[config.mk]
export PLATFORM = sky130hd
export DESIGN_NAME = tcw_ctrl
export DESIGN_NICKNAME = d
export VERILOG_FILES = /design/src/rtl/tcw_pkg.sv /design/src/rtl/tcw_ctrl.sv
export SDC_FILE = /design/constraint.sdc
export NUM_CORES = 1
export LEC_CHECK = 0
export BUFFER_PORTS_ARGS = -buffer_cell sky130_fd_sc_hd__buf_2
export CORE_AREA = 2 2 39 41
export DETAILED_ROUTE_END_ITERATION = 7
export DIE_AREA = 0 0 41 43
export PLACE_DENSITY = 0.5
export RECOVER_POWER = 50
export SLEW_MARGIN = 5
export SYNTH_ARGS = -nofsm -noshare
export SYNTH_HDL_FRONTEND = slang
export SYNTH_SLANG_ARGS = --single-unit
[constraint.sdc]
create_clock -name i_clk -period 1.5 [get_ports i_clk]
set_input_delay 0.15 -clock i_clk [delete_from_list [all_inputs] [get_ports i_clk]]
set_output_delay 0.15 -clock i_clk [all_outputs]
set_load 0.02 [all_outputs]
[src/rtl/tcw_pkg.sv]
// Package for the text console writer: screen geometry, op and character codes,
// controller/datapath command and status types. No dependencies.
package tcw_pkg;

    localparam int COLS   = 80;
    localparam int ROWS   = 25;
    localparam int CELLS  = COLS * ROWS;
    localparam int COL_W  = 7;
    localparam int ROW_W  = 5;
    localparam int ADDR_W = $clog2(CELLS);
    localparam int CELL_W = 16;

    localparam logic [1:0] OP_PUT   = 2'd0;
    localparam logic [1:0] OP_BACK  = 2'd1;
    localparam logic [1:0] OP_CLEAR = 2'd2;
    localparam logic [1:0] OP_READ  = 2'd3;

    localparam logic [7:0] CH_NEWLINE    = 8'h0A;
    localparam logic [7:0] CH_BLANK_HERE = 8'h08;
    localparam logic [7:0] CH_ERROR      = 8'h45;
    localparam logic [7:0] CH_SPACE      = 8'h20;

    localparam logic [7:0] DEFAULT_ATTR_RST = 8'd15;
    localparam logic [7:0] ERROR_ATTR_RST   = 8'd244;

    typedef logic [1:0] t_sweep;
    localparam t_sweep SW_COPY  = 2'd0;
    localparam t_sweep SW_ZERO  = 2'd1;
    localparam t_sweep SW_BLANK = 2'd2;

    typedef struct packed {
        logic   capture;
        logic   exec;
        logic   sweep;
        t_sweep sweep_kind;
        logic   finish;
    } t_cmd;

    typedef struct packed {
        logic [1:0] op;
        logic       scroll;
        logic       copy_last;
        logic       fill_last;
    } t_stat;

endpackage

[src/rtl/tcw_ctrl.sv]
// Controller: sequences capture, cell write/read, scroll and fill sweeps, result strobe.
// Depends on tcw_pkg; drives tcw_datapath.
module tcw_ctrl import tcw_pkg::*; (
    input  logic  i_clk,
    input  logic  i_rst_n,
    input  logic  i_start,
    output logic  o_busy,
    input  t_stat i_stat,
    output t_cmd  o_cmd
);

    localparam logic [2:0] S_INIT   = 3'd0;
    localparam logic [2:0] S_IDLE   = 3'd1;
    localparam logic [2:0] S_EXEC   = 3'd2;
    localparam logic [2:0] S_RDWAIT = 3'd3;
    localparam logic [2:0] S_COPY   = 3'd4;
    localparam logic [2:0] S_ZERO   = 3'd5;
    localparam logic [2:0] S_FILL   = 3'd6;

    logic [2:0] r_state;
    logic [2:0] n_state;

    always_comb begin
        n_state = r_state;
        o_cmd   = '0;
        case (r_state)
            S_INIT: begin
                o_cmd.sweep      = 1'b1;
                o_cmd.sweep_kind = SW_ZERO;
                if (i_stat.fill_last) begin
                    n_state = S_IDLE;
                end
            end
            S_IDLE: begin
                if (i_start) begin
                    o_cmd.capture = 1'b1;
                    n_state       = S_EXEC;
                end
            end
            S_EXEC: begin
                o_cmd.exec = 1'b1;
                case (i_stat.op)
                    OP_CLEAR: n_state = S_FILL;
                    OP_READ:  n_state = S_RDWAIT;
                    default: begin
                        if (i_stat.op == OP_PUT && i_stat.scroll) begin
                            n_state = S_COPY;
                        end else begin
                            o_cmd.finish = 1'b1;
                            n_state      = S_IDLE;
                        end
                    end
                endcase
            end
            S_RDWAIT: begin
                o_cmd.finish = 1'b1;
                n_state      = S_IDLE;
            end
            S_COPY: begin
                o_cmd.sweep      = 1'b1;
                o_cmd.sweep_kind = SW_COPY;
                if (i_stat.copy_last) begin
                    n_state = S_ZERO;
                end
            end
            S_ZERO: begin
                o_cmd.sweep      = 1'b1;
                o_cmd.sweep_kind = SW_ZERO;
                if (i_stat.fill_last) begin
                    o_cmd.finish = 1'b1;
                    n_state      = S_IDLE;
                end
            end
            S_FILL: begin
                o_cmd.sweep      = 1'b1;
                o_cmd.sweep_kind = SW_BLANK;
                if (i_stat.fill_last) begin
                    o_cmd.finish = 1'b1;
                    n_state      = S_IDLE;
                end
            end
            default: begin
                n_state = S_IDLE;
            end
        endcase
    end

    always_ff @(posedge i_clk) begin
        if (!i_rst_n) begin
            r_state <= S_INIT;
        end else begin
            r_state <= n_state;
        end
    end

    assign o_busy = (r_state != S_IDLE);

endmodule

==> impl_results.md <==
- Hold Crit Class: input pin to flip-flop
- Multiplexer share of the synthesized area: 0.0340
- Sequential fraction of the synthesis area: 0.204
- Final Wtd Congestion: between 0.8 and 0.9
- Share of layout cells above drive strength 1: 0.431
- Overflow after GRT: 0
- Simple-Gate Fraction of Synth Area: 0.298
- Root buf cell: clkbuf_4
- Number of antenna violations at the first check in global routing: 0
- Initial DRC count: 7
- Cell family with most CP delay: flip-flops
- Final Critical Period: ~1.4 ns
- Max cap viols: 0
- Most frequent cells in the layout: buf_2 (13), nor2_1 (5)
- H-tree lvl count: 1
- Syn_nets: between 40 and 50
- Gate power share: 0.331
- Arrival @ worst endpoint: 1.20 ns
- Sink Count: 3
- Final Net Count: 67
- Fmax: between 700 and 800 MHz
- Core area: 1380 um2
- Max reg flops: 3
- CTS max path bufs: 2
- Hold_buf cts: 0
- Final setup violation count: 0
- Cell Chain, Critical Path: inv_2, buf_4, and4_1, buf_2
- Ant. Diodes: 0
- Pin count of the biggest net entering global routing: 11
- XOR/XNOR Fraction of Synth Area: 0.0298
- Initial Utilization: 0.212
- Vias: 334
- Die H: between 40 and 50 um
- Cells after synthesis: 40
- TritonCTS Buffers: 3
- Slew Limit Fails: 0
- Via/cell ratio: 4.51
- Final worst-path cycle share: 0.902
- Worst setup margin: roughly 0.15 ns
- Sequential power share: 0.259
- Slowest library cell on the worst path: dfxtp_2
- Design Area, Final: 407 um2
- Final hold violation count: 0
- Sw Pwr: 0.000120 W
- Wirelength, routed: 739 um
- Crit path largest cell delay: between 0.4 and 0.5 ns
- Post-synthesis compound-gate area fraction: 0.328
- Internal power: 0.000237 W
- Total GRT Usage: 0.0982
- Clock network fraction of total power: 0.410
- CP bufs+invs: 3
- Syn. warnings: 0
- CP max FO: 9
- Crit path capture type: output pin
- LEAKAGE: 0.197 nW
- Placed cell area: 387 um2
- VDD IR max: 0.252 mV
- WL/cell: 9.99 um
- Netlist cell types: 27
- Top reg by flops: r_state
- Die ar.: 1760 um2
- CTS tree: done
- Area Overhead vs Synth: 38.3%
- Largest family of logic cells by synthesized area: compound AO/OA/AOI/OAI gates
- Regs by FF count: r_state: 3 flops
- Clock Latency Late Sink: approximately 0.24 ns
- FP Rows: 14
- Remaining DRCs: 0
- Slew @ Worst Pin: 0.247 ns
- Port Buffers: 14
- Startpoint Class: flip-flop
- RSZ-0062 raised after global routing: false
- CP required: between 1 and 1.5 ns
- Post-Synth Adder-Cell Area: 0
- Post-CTS Setup Repair Bufs: 0
- Slew margin rel.: 0.836
- Vias in the first global route: 298
- Synth Register Bits: 3
- Setup TNS: 0 ns
- First-pass DRT Iterations: 3
- Mapped Avg Cell Area: ~7.4 um2
- Power Density: 878 nW/um2
- Final Core Density: 0.294
- Fin Clk Skew: 0.00744 ns
- CTS clock-pin slew for the worst setup and hold paths: 0.04 ns
- Kind of critical path: flip-flop to output pin
- Pre-CTS setup slack: 0.196 ns
- Result of the run: complete, no violations
- Number of routed nets with antenna violations: 0
- First-pass GRT wire length: 1120 um
- Synthesized cell area: 294 um2
- Sw Share: 0.337
- Die W: 41 um
- Fill count: between 150 and 200
- Top Ports: 15
- Most common cell after layout, fill and taps aside: buf_2
Yosys cell counts:
| library cell | number | area [um2] |
|---|---|---|
| o21ai_0 | 3 | 15.0 |
| inv_1 | 2 | 7.51 |
| inv_2 | 1 | 3.75 |
| o211ai_2 | 1 | 12.5 |
| dfxtp_1 | 3 | 60.1 |
| buf_6 | 1 | 11.3 |
| and4_1 | 1 | 8.76 |
| o32ai_1 | 1 | 8.76 |
| or4_4 | 1 | 11.3 |
| a21oi_1 | 3 | 15.0 |
| o21ai_1 | 1 | 5.00 |
| nand4_1 | 1 | 6.26 |
| or3_1 | 1 | 6.26 |
| a21boi_0 | 1 | 7.51 |
| mux2i_1 | 1 | 10.0 |
| buf_2 | 1 | 5.00 |
| a21o_2 | 1 | 8.76 |
| a21boi_1 | 1 | 7.51 |
| nand3_1 | 1 | 5.00 |
| nand2b_4 | 1 | 13.8 |
| xor2_1 | 1 | 8.76 |
| clkbuf_1 | 1 | 3.75 |
| o21a_1 | 1 | 7.51 |
| nor2_1 | 5 | 18.8 |
| nand2_1 | 3 | 11.3 |
| nor2b_1 | 1 | 6.26 |
| a22o_1 | 1 | 8.76 |
power by group through the flow:
stage | Combinational (W) | Sequential [W] | Clock, W
detailed placement | 0.000124 | 0.0000943 | 0
global route | 0.000130 | 0.0000932 | 0.000161
floorplan | 0.0000868 | 0.0000895 | 0
CTS | 0.000124 | 0.0000931 | 0.000153
global placement | 0.000125 | 0.0000943 | 0
finish | 0.000118 | 0.0000924 | 0.000146
final timing paths:
| check | cells past startpoint | slack (ns) | start | to |
|---|---|---|---|---|
| max | 4 | 0.15 | r_state[2] | o_cmd[5] |
| min | 2 | 0.17 | i_rst_n | r_state[1] |
| max reg2reg | 4 | 0.19 | r_state[0] | r_state[0] |
| min reg2reg | 2 | 0.58 | r_state[2] | r_state[2] |
area by class of cell:
type,instances,area [um2],area share
Inverter,3,11.3,0.0277
Sequential cell,3,62.6,0.154
Tap cell,16,20.0,0.0492
Clock buffer,4,26.3,0.0646
Multi-Input combinational cell,31,195,0.480
Timing Repair Buffer,17,91.3,0.225
timing repair:
item,in CTS,in global routing
endpoints found under the setup margin,0,3
gates resized for setup,0,2
hold endpoints to repair,0,0
cell families after synthesis:
| family | Yosys count |
|---|---|
| AND/OR/NAND/NOR | 15 |
| buffers and inverters | 6 |
| flip-flops | 3 |
| XOR/XNOR | 1 |
| AO/OA/AOI/OAI | 14 |
| multiplexers | 1 |
per-layer routing:
| metal | vias up | GRT usage | part of all wire | wire (um) |
|---|---|---|---|---|
| li1 | 176 | - | - | - |
| met1 | 144 | 0.118 | 0.45 | 330 |
| met2 | 12 | 0.131 | 0.44 | 324 |
| met3 | 2 | 0.0366 | 0.099 | 73 |
| met4 | 0 | 0.0800 | 0.015 | 11 |
| met5 | - | 0 | 0 | 0 |
per-stage QoR:
step	std cells	hold WS, ns	power, W
floorplan	40	0.268	0.000176
global placement	70	0.421	0.000219
detailed placement	70	0.422	0.000218
CTS	74	0.169	0.000371
global route	74	0.172	0.000384
finish	74	0.171	0.000357
worst reg2reg max path, cell delays in order (launching register included):
cell	delay, ns
dfxtp_1	0.30
nand2b_1	0.22
or4_4	0.52
o211ai_2	0.08
o21ai_1	0.08
No activity file was read; power rests on OpenSTA's default activity.
